[src/design/cdq_pkg.sv]
// ----------------------------------------------------------------------------
// cdq_pkg
// shared types and constants of the circular buffer deque
// ----------------------------------------------------------------------------
`default_nettype none

package cdq_pkg;

  localparam int DEPTH_DEF = 16;
  localparam int WIDTH_DEF = 32;

  localparam int CAP_W    = 5;
  localparam int OP_W     = 3;
  localparam int STATUS_W = 2;

  localparam logic [CAP_W-1:0] CAP_RESET = 5'd16;

  typedef enum logic [OP_W-1:0] {
    OP_PUSH_FRONT = 3'd0,
    OP_PUSH_BACK  = 3'd1,
    OP_POP_FRONT  = 3'd2,
    OP_POP_BACK   = 3'd3,
    OP_CLEAR      = 3'd4
  } op_t;

  typedef enum logic [STATUS_W-1:0] {
    ST_DONE      = 2'd0,
    ST_UNDERFLOW = 2'd1,
    ST_OVERFLOW  = 2'd2
  } status_t;

  // per-cycle command broadcast to every cell of the row
  typedef struct packed {
    logic             add_head;
    logic             add_tail;
    logic             drop_head;
    logic [CAP_W-1:0] count;
  } cell_ctl_t;

endpackage

`default_nettype wire

[src/design/cdq_cell.sv]
// ----------------------------------------------------------------------------
// cdq_cell
// one storage cell of the deque row; cell 0 holds the front element
// ----------------------------------------------------------------------------
`default_nettype none

module cdq_cell #(
  parameter int INDEX = 0,
  parameter int WIDTH = cdq_pkg::WIDTH_DEF
) (
  input  wire logic              clk,
  input  wire cdq_pkg::cell_ctl_t ctl,
  input  wire logic [WIDTH-1:0]  left_val,
  input  wire logic [WIDTH-1:0]  right_val,
  input  wire logic [WIDTH-1:0]  push_val,
  output logic      [WIDTH-1:0]  value,
  output logic      [WIDTH-1:0]  back_tap
);

  logic at_tail;
  logic is_last;

  // first free slot, and the slot holding the back element
  assign at_tail = (32'(ctl.count) == 32'(INDEX));
  assign is_last = (32'(ctl.count) == 32'(INDEX + 1));

  always_ff @(posedge clk) begin
    if (ctl.add_head) begin
      value <= left_val;
    end else if (ctl.drop_head) begin
      value <= right_val;
    end else if (ctl.add_tail && at_tail) begin
      value <= push_val;
    end
  end

  assign back_tap = is_last ? value : '0;

endmodule

`default_nettype wire

[src/design/circular_buffer_deque.sv]
// ----------------------------------------------------------------------------
// circular_buffer_deque
// double-ended queue kept in a row of shifting cells, front in cell 0
// ----------------------------------------------------------------------------
// result path: the cell row and count update at the accepting edge; the result
//   register then loads from them once it is empty or its result is being taken
// throughput: one item per cycle while m_tready is high; every operation is at
//   most a shift or write of the cell row plus a count update
// reset: capacity 16, queue empty, no result pending; cell contents are not
//   cleared and are never shown while not part of the queue
`default_nettype none

module circular_buffer_deque #(
  parameter int DEPTH = cdq_pkg::DEPTH_DEF,
  parameter int WIDTH = cdq_pkg::WIDTH_DEF
) (
  input  wire logic                          clk,
  input  wire logic                          rst,
  input  wire logic                          s_tvalid,
  output logic                               s_tready,
  input  wire logic [((WIDTH+7)/8)*8-1:0]    s_tdata,  // value
  input  wire logic [cdq_pkg::OP_W-1:0]      s_tuser,  // operation
  output logic                               m_tvalid,
  input  wire logic                          m_tready,
  output logic [((2*WIDTH+cdq_pkg::CAP_W+7)/8)*8-1:0] m_tdata,
    // occupancy, front_value, back_value, zero fill
  output logic [cdq_pkg::STATUS_W:0]         m_tuser,  // status, is_empty
  input  wire logic                          cfg_we,
  input  wire logic [cdq_pkg::CAP_W-1:0]     cfg_data  // capacity
);

  localparam int CAP_W     = cdq_pkg::CAP_W;
  localparam int M_RAW_W   = CAP_W + 2 * WIDTH;
  localparam int M_TDATA_W = ((M_RAW_W + 7) / 8) * 8;
  localparam int CAP_LIMIT = (DEPTH > 31) ? 31 : DEPTH;
  localparam logic [CAP_W-1:0] CAP_MAX = CAP_W'(CAP_LIMIT);

  logic [CAP_W-1:0]         capacity;
  logic [CAP_W-1:0]         count;
  logic [CAP_W-1:0]         count_next;
  logic [CAP_W-1:0]         cap_eff;
  logic                     full;
  logic                     accept;
  logic                     load;
  logic                     pend;
  cdq_pkg::status_t         pend_status;
  cdq_pkg::status_t         status_next;
  cdq_pkg::cell_ctl_t       ctl;
  logic [WIDTH-1:0]         in_value;
  logic [WIDTH-1:0]         cell_val [DEPTH];
  logic [WIDTH-1:0]         left_val [DEPTH];
  logic [WIDTH-1:0]         right_val [DEPTH];
  logic [WIDTH-1:0]         back_tap [DEPTH];
  logic [WIDTH-1:0]         back_any;

  logic                     out_valid;
  cdq_pkg::status_t         out_status;
  logic [CAP_W-1:0]         out_occ;
  logic                     out_empty;
  logic [WIDTH-1:0]         out_front;
  logic [WIDTH-1:0]         out_back;

  assign in_value = s_tdata[WIDTH-1:0];
  assign load     = pend && (!out_valid || m_tready);
  assign s_tready = !pend || load;
  assign accept   = s_tvalid && s_tready;

  // zero acts as one, anything above the store acts as the store depth
  always_comb begin
    if (capacity == '0) begin
      cap_eff = CAP_W'(1);
    end else if (capacity > CAP_MAX) begin
      cap_eff = CAP_MAX;
    end else begin
      cap_eff = capacity;
    end
  end

  assign full = (count >= cap_eff);

  always_comb begin
    count_next    = count;
    status_next   = cdq_pkg::ST_DONE;
    ctl.add_head  = 1'b0;
    ctl.add_tail  = 1'b0;
    ctl.drop_head = 1'b0;
    ctl.count     = count;
    unique case (cdq_pkg::op_t'(s_tuser))
      cdq_pkg::OP_PUSH_FRONT: begin
        if (full) begin
          status_next = cdq_pkg::ST_OVERFLOW;
        end else begin
          ctl.add_head = accept;
          count_next   = count + CAP_W'(1);
        end
      end
      cdq_pkg::OP_PUSH_BACK: begin
        if (full) begin
          status_next = cdq_pkg::ST_OVERFLOW;
        end else begin
          ctl.add_tail = accept;
          count_next   = count + CAP_W'(1);
        end
      end
      cdq_pkg::OP_POP_FRONT: begin
        if (count == '0) begin
          status_next = cdq_pkg::ST_UNDERFLOW;
        end else begin
          ctl.drop_head = accept;
          count_next    = count - CAP_W'(1);
        end
      end
      cdq_pkg::OP_POP_BACK: begin
        // the back slot simply drops out of the counted range
        if (count == '0) begin
          status_next = cdq_pkg::ST_UNDERFLOW;
        end else begin
          count_next = count - CAP_W'(1);
        end
      end
      cdq_pkg::OP_CLEAR: begin
        count_next = '0;
      end
      default: begin
      end
    endcase
  end

  always_ff @(posedge clk) begin
    if (rst) begin
      capacity <= cdq_pkg::CAP_RESET;
      count    <= '0;
      pend     <= 1'b0;
    end else begin
      if (cfg_we) begin
        capacity <= cfg_data;
        count    <= '0;
      end else if (accept) begin
        count <= count_next;
      end
      if (accept) begin
        pend <= 1'b1;
      end else if (load) begin
        pend <= 1'b0;
      end
    end
  end

  always_ff @(posedge clk) begin
    if (accept) begin
      pend_status <= status_next;
    end
  end

  // row of cells, each shifting toward its neighbor on front operations
  for (genvar i = 0; i < DEPTH; i++) begin : g_cell
    if (i == 0) begin : g_head
      assign left_val[i] = in_value;
    end else begin : g_mid
      assign left_val[i] = cell_val[i-1];
    end
    if (i == DEPTH - 1) begin : g_end
      assign right_val[i] = '0;
    end else begin : g_inner
      assign right_val[i] = cell_val[i+1];
    end

    cdq_cell #(
      .INDEX (i),
      .WIDTH (WIDTH)
    ) u_cell (
      .clk       (clk),
      .ctl       (ctl),
      .left_val  (left_val[i]),
      .right_val (right_val[i]),
      .push_val  (in_value),
      .value     (cell_val[i]),
      .back_tap  (back_tap[i])
    );
  end

  // only the cell at the back drives a nonzero tap
  always_comb begin
    back_any = '0;
    for (int i = 0; i < DEPTH; i++) begin
      back_any = back_any | back_tap[i];
    end
  end

  always_ff @(posedge clk) begin
    if (rst) begin
      out_valid <= 1'b0;
    end else if (load) begin
      out_valid <= 1'b1;
    end else if (m_tready) begin
      out_valid <= 1'b0;
    end
  end

  always_ff @(posedge clk) begin
    if (load) begin
      out_status <= pend_status;
      out_occ    <= count;
      out_empty  <= (count == '0);
      out_front  <= (count == '0) ? '0 : cell_val[0];
      out_back   <= back_any;
    end
  end

  assign m_tvalid = out_valid;
  assign m_tdata  = M_TDATA_W'({out_back, out_front, out_occ});
  assign m_tuser  = {out_empty, out_status};

endmodule

`default_nettype wire

[config.mk]
export PLATFORM = sky130hd
export DESIGN_NAME = circular_buffer_deque
export DESIGN_NICKNAME = d
export VERILOG_FILES = /design/src/design/cdq_pkg.sv /design/src/design/cdq_cell.sv /design/src/design/circular_buffer_deque.sv
export SDC_FILE = /design/constraint.sdc
export NUM_CORES = 1
export LEC_CHECK = 0
export BUFFER_PORTS_ARGS = -buffer_cell sky130_fd_sc_hd__buf_4
export CELL_PAD_IN_SITES_DETAIL_PLACEMENT = 2
export CELL_PAD_IN_SITES_GLOBAL_PLACEMENT = 2
export CORE_UTILIZATION = 45
export CTS_CLUSTER_SIZE = 12
export DETAILED_ROUTE_END_ITERATION = 6
export GPL_TIMING_DRIVEN = 0
export HOLD_SLACK_MARGIN = 0.1
export PLACE_DENSITY = 0.85
export SYNTH_ARGS = -nofsm -noshare
export SYNTH_HDL_FRONTEND = slang
export SYNTH_HIERARCHICAL = 1
export SYNTH_SLANG_ARGS = --single-unit
[constraint.sdc]
create_clock -name clk -period 14.9 [get_ports clk]
set_clock_uncertainty 0.1 [all_clocks]
set_input_delay 2.235 -clock clk [delete_from_list [all_inputs] [get_ports clk]]
set_output_delay 2.235 -clock clk [all_outputs]
set_load 0.005 [all_outputs]
* Yosys cells after proc, flatten, opt, wreduce, memory -nomap -nowiden *
Cells that the tools add are included.

operators by class
  add/sub/neg operators = 2
  magnitude comparators = 2
  eq/ne operators = 22
  mux-type cells = 81
  bitwise gates (word level) = 15
  reductions and logical operators = 48

operators by type and width
  cell                                                                number
  32-bit two-way mux                                                  64
  32-bit bitwise OR                                                   15
  3-bit nonzero test                                                  17
  5-bit by 4-bit == test with 1-bit output, second input constant     8
  5-bit by 3-bit == test with 1-bit output, second input constant     4
  5-bit two-way mux                                                   4
  1-bit logical AND                                                   18
  5-bit case mux with 3 select lines                                  1
  5-bit by 2-bit == test with 1-bit output, second input constant     2
  5-bit logical NOT                                                   2
  1-bit two-way mux                                                   10
  3-bit by 2-bit == test with 1-bit output, second input constant     2
  2-bit OR reduction                                                  3
  5-bit by 1-bit adder with 5-bit output, second input constant       1
  5-bit by 1-bit == test with 1-bit output, second input constant     1
  5-bit == test, second input constant                                1
  5-bit >= comparator                                                 1
  5-bit greater-than comparator, second input constant                1
  5-bit by 1-bit subtractor with 5-bit output, second input constant  1
  2-bit != test, second input constant                                2
  2-bit case mux with 2 select lines                                  1
  4-bit AND reduction                                                 1
  2-bit nonzero test                                                  2
  3-bit by 1-bit == test with 1-bit output, second input constant     1
  5 further kinds                                                     7

storage, ports and cells
  register bits after elaboration = 598
  input bits = 45
  output and inout bits = 77
  word-level logic and storage cells = 196

* Depth between registers and ports, before layout *
  word-level depth = 17
  depth in mapped cells = 13
  depth with buffers taken out = 11

* Hierarchy *
The synthesis kept the hierarchy.

by module, submodules not included
  module                             instances  cells each  area each (sq um)  seq. area each (sq um)
  cdq_cell at g_cell[10].u_cell ...  3          215         2217.1             960.9
  cdq_cell at g_cell[2].u_cell ...   3          215         2117.0             960.9
  cdq_cell at g_cell[5].u_cell ...   2          215         2170.8             960.9
  circular_buffer_deque              1          377         4335.4             2462.4
  cdq_cell at g_cell[11].u_cell      1          214         2175.8             960.9
  cdq_cell at g_cell[1].u_cell       1          215         2169.6             960.9
  cdq_cell at g_cell[15].u_cell      1          182         2115.8             960.9
  cdq_cell at g_cell[7].u_cell       1          182         2114.5             960.9
  cdq_cell at g_cell[13].u_cell      1          214         2067.0             960.9
  cdq_cell at g_cell[14].u_cell      1          214         2044.5             960.9
  cdq_cell at g_cell[3].u_cell       1          180         1904.3             960.9
  cdq_cell at g_cell[0].u_cell       1          180         1900.6             960.9

* Least setup slack after synthesis *
Ideal clock, no wire load.

  kind = input to register
  start point = input port m_tready
  end point = register out_back[0], enable pin
  library setup time = 612 ps
  arrival = 7505 ps
  data required time = 14188 ps
  path slack = 6683 ps
  cell stages on the path = 2
  path buffers = 0
  cell sequence = inv_1 > a21boi_0

on the way
  word-level cells in the longest chain between the ends = 2

ends and longest elaborated chain
  item                  line                          RTL
  start, declared       circular_buffer_deque.sv:24   input wire logic m_tready,
  1-bit logical OR      circular_buffer_deque.sv:64   assign load = pend && (!out_valid || m_tready);
  1-bit logical AND     circular_buffer_deque.sv:64
  named net load        circular_buffer_deque.sv:44   logic load;
  end signal, assigned  circular_buffer_deque.sv:206  out_back <= back_any;
  end, declared         circular_buffer_deque.sv:61   logic [WIDTH-1:0] out_back;

The timed path passes the listed nets, and every way through them passes these cells.
A chain may end at the register's enable or synchronous reset.

==> flow_summary.yaml <==
outcome:
  outcome: "finished, violations left"
  violations: "max-capacitance violations, max-slew violations"
setup_path:
  crit_path_end_kind: "flip-flop"
  critPathTopFamily: "buffers and inverters"
  cpMaxStageDelayCell: "dfxtp_1"
  worstSetupStartpoint: "count[4]"
  crit_buf_inv: 4
  worstPathArrival_ns: 6.03
  cp_common_cell: "clkbuf_1"
  cp_cell_sequence: "ha_1, a21oi_1, o21ai_1, or2_2, nor3_2, buf_4, clkbuf_1, clkbuf_1, nor2_1, o21ai_4, buf_16"
  critical_path.max_stage_delay_ns: 1.20
  crit_type: "reg -> reg"
  r2r-start: "count[4]"
  path_max_fanout: 25
  crit_path_start_kind: "flip-flop"
  cp.required_ns: 15.12
timing:
  finalCritPeriodShare_pct: 39.0
  max_freq_mhz: 172
  finalMaxSlewViolations: 26
  slew_headroom_pct: -0.338
  setup_viol: 0
  worst_slew_pin_slew_ns: 1.50
  rsz0062_at_grt: "no"
  final_hold_viol_count: 0
  period_needed_ns: 5.80
  fin_setup_tns_ns: 0
global_route:
  antenna_found_initial: 11
  grt_max_degree: 33
  grt_pass1_vias: 34134
  grtUsageTotal_pct: 35.3
  grt_pass1_wl_mm: 227
  grt_remaining_overflow: 0
synth:
  syn_area_mm2: 0.0382
  avgSynthCellArea_um2: 10.4
  async_flop_share_pct: 0
  yosysSeqAreaShare_pct: 46.7
  ys_ff_latch: 598
  synth_edf_count: 586
  synth_top_area_share_pct: 46.1
  synth.area.top_cells: "edfxtp_1 46%, mux2i_1 14%, nor3_2 7.6%"
  synth.largest_area_cell: "edfxtp_1"
  synth_cell_types: 61
  syn-instance-count: 3678
  synthFlopType: "edfxtp_1"
  yosys_warnings: 6
floorplan:
  initial_core_util_pct: 45.5
  chipWidth_um: 293
  ioPinCount: 122
  rows: 106
  die_h_um: 293
  core_mm2: 0.0838
  die_area_mm2: 0.0860
clock_network:
  clk_path_buf_depth: 3
  clock_latency_ns: 0.64
  cts_setup_buffers: 0
  cts_root_buffer: "clkbuf_16"
  clock-sinks: 598
  clk_pin_slew_ns: 0.06
  hold_buffers: 0
  h-tree-depth: 3
  ctsResizeCount: 0
  cts_tree: "done"
  numCtsBuffers: 73
final_layout:
  drive_gt1_share_pct: 21.1
  fill_cells: 8596
  layout_common_cells: "586 x edfxtp_1, 529 x nand2_1, 519 x mux2i_1"
  multi_input_area_mm2: 0.0170
  fin_cells: 5117
  layout_commonest_cell: "edfxtp_1"
  register_area_mm2: 0.0178
  areaGrowthSynthToFinish_pct: 13.8
  fin_nets: 3979
drt:
  route.detailed.drc: 0
  routed_wl_mm: 153
  vias_per_cell: 6.05
  wl_per_cell_um: 29.8
  dr.first_iter.drc_count: 2204
  dr.pass1.iters: 5
  num_vias: 30955
  antenna_left: 0
placement:
  place_inst: 4984
  dp.final_hpwl_mm: 115
  place_congestion: 0.882
  numPortBuffers: 116
power_and_ir_drop:
  fin_total_pwr_mw: 4.08
  p_per_area_mw_per_mm2: 94.0
  leakagePower_nw: 14.4
  ir_drop_uv: 88.1
min_path:
  hold_path.class: "reg -> reg"
  min_from: "pend_status[0]"
run:
  drv_cap: 1
cell type report:
| class | instances | share of cell area (%) |
|---|---|---|
| clock buffer | 99 | 4.72 |
| tap | 1134 | 3.27 |
| multi-input combinational | 2418 | 39.0 |
| buffer | 295 | 4.98 |
| inverter | 401 | 3.47 |
| timing repair buffer | 138 | 3.02 |
| sequential | 598 | 41.1 |
| antenna | 1 | 0.00576 |
| clock inverter | 33 | 0.421 |
cells by family (layout without fill, tap and decap cells):
family | after synthesis | count (layout) | synth area share, %
AND/OR/NAND/NOR | 1306 | 1306 | 22.3
other | 1 | 36 | 0.00982
flip-flops | 598 | 598 | 46.7
adder cells (fa/ha/maj) | 9 | 9 | 0.315
buffers and inverters | 696 | 966 | 9.61
XOR/XNOR | 3 | 3 | 0.0688
multiplexers | 519 | 519 | 13.6
AO/OA/AOI/OAI | 546 | 546 | 7.37
registers in the layout, summed over array words and instances (netlist names):
signal	flops
count	5
out_front	32
pend_status	2
out_empty	1
pend	1
out_back	32
g_cell.u_cell/value	512
out_status	2
m_tvalid	1
out_occ	5
capacity	5
synthesized netlist by cell type, types with 3 or more instances:
master and instances:
nor2b_1 30, buf_1 16, nor3b_1 5, nand2b_1 14, clkbuf_2 5, or4b_1 6
xnor2_1 3, nor3_2 291, nor3b_2 60, a311o_1 3, edfxtp_1 586, inv_1 401
nor3_1 77, and3_1 60, buf_6 32, o21ai_1 152, nor4_1 128, buf_4 21
and3_2 4, o31ai_1 4, and2b_1 3, o21ai_0 369, buf_12 28, a21oi_1 6
dfxtp_1 12, nand3_1 3, buf_2 93, nand4bb_1 3, nand4_1 33, mux2i_1 519
buf_8 14, nor2_1 23, nand2_1 529, ha_1 8, clkbuf_1 86, nor3_4 19
report_power, final:
group	internal (mW)	switching [mW]	leakage, nW	total (mW)
clock network	0.980	0.769	1.11	1.75
logic	0.117	0.252	7.84	0.368
registers	1.92	0.0472	5.49	1.96
total	3.01	1.07	14.4	4.08
per-stage QoR:
stage | cell area, um2 | utilization, % | hold slack (ns) | setup WS [ns]
after floorplan | 38300 | - | 0.300 | 6.68
after detailed placement | 41200 | 49.2 | 0.350 | 8.76
after global placement | 40600 | 48.4 | 0.304 | 2.46
after global routing | 43400 | 51.8 | 0.354 | 9.03
after CTS | 43400 | 51.8 | 0.362 | 9.23
final | 43400 | 51.8 | 0.360 | 9.10
metal layers:
metal / wire length [um] / GRT usage [%] / vias up
met4: 6730 / 15.1 / 6
li1: - / - / 13499
met1: 62700 / 44.4 / 16042
met2: 74600 / 60.3 / 1096
met5: 41 / 0 / -
met3: 8610 / 5.16 / 312
path summary, 6_finish.rpt:
path / endpoint / slack [ns] / cells after the start
hold reg to reg: out_status[0] / 0.36 / 0
setup / recovery: g_cell[8].u_cell/value[30] / 9.10 / 11
setup reg to reg: g_cell[8].u_cell/value[30] / 9.10 / 11
hold / removal: out_status[0] / 0.36 / 0
Note: power is estimated with default switching activity, not from simulation.
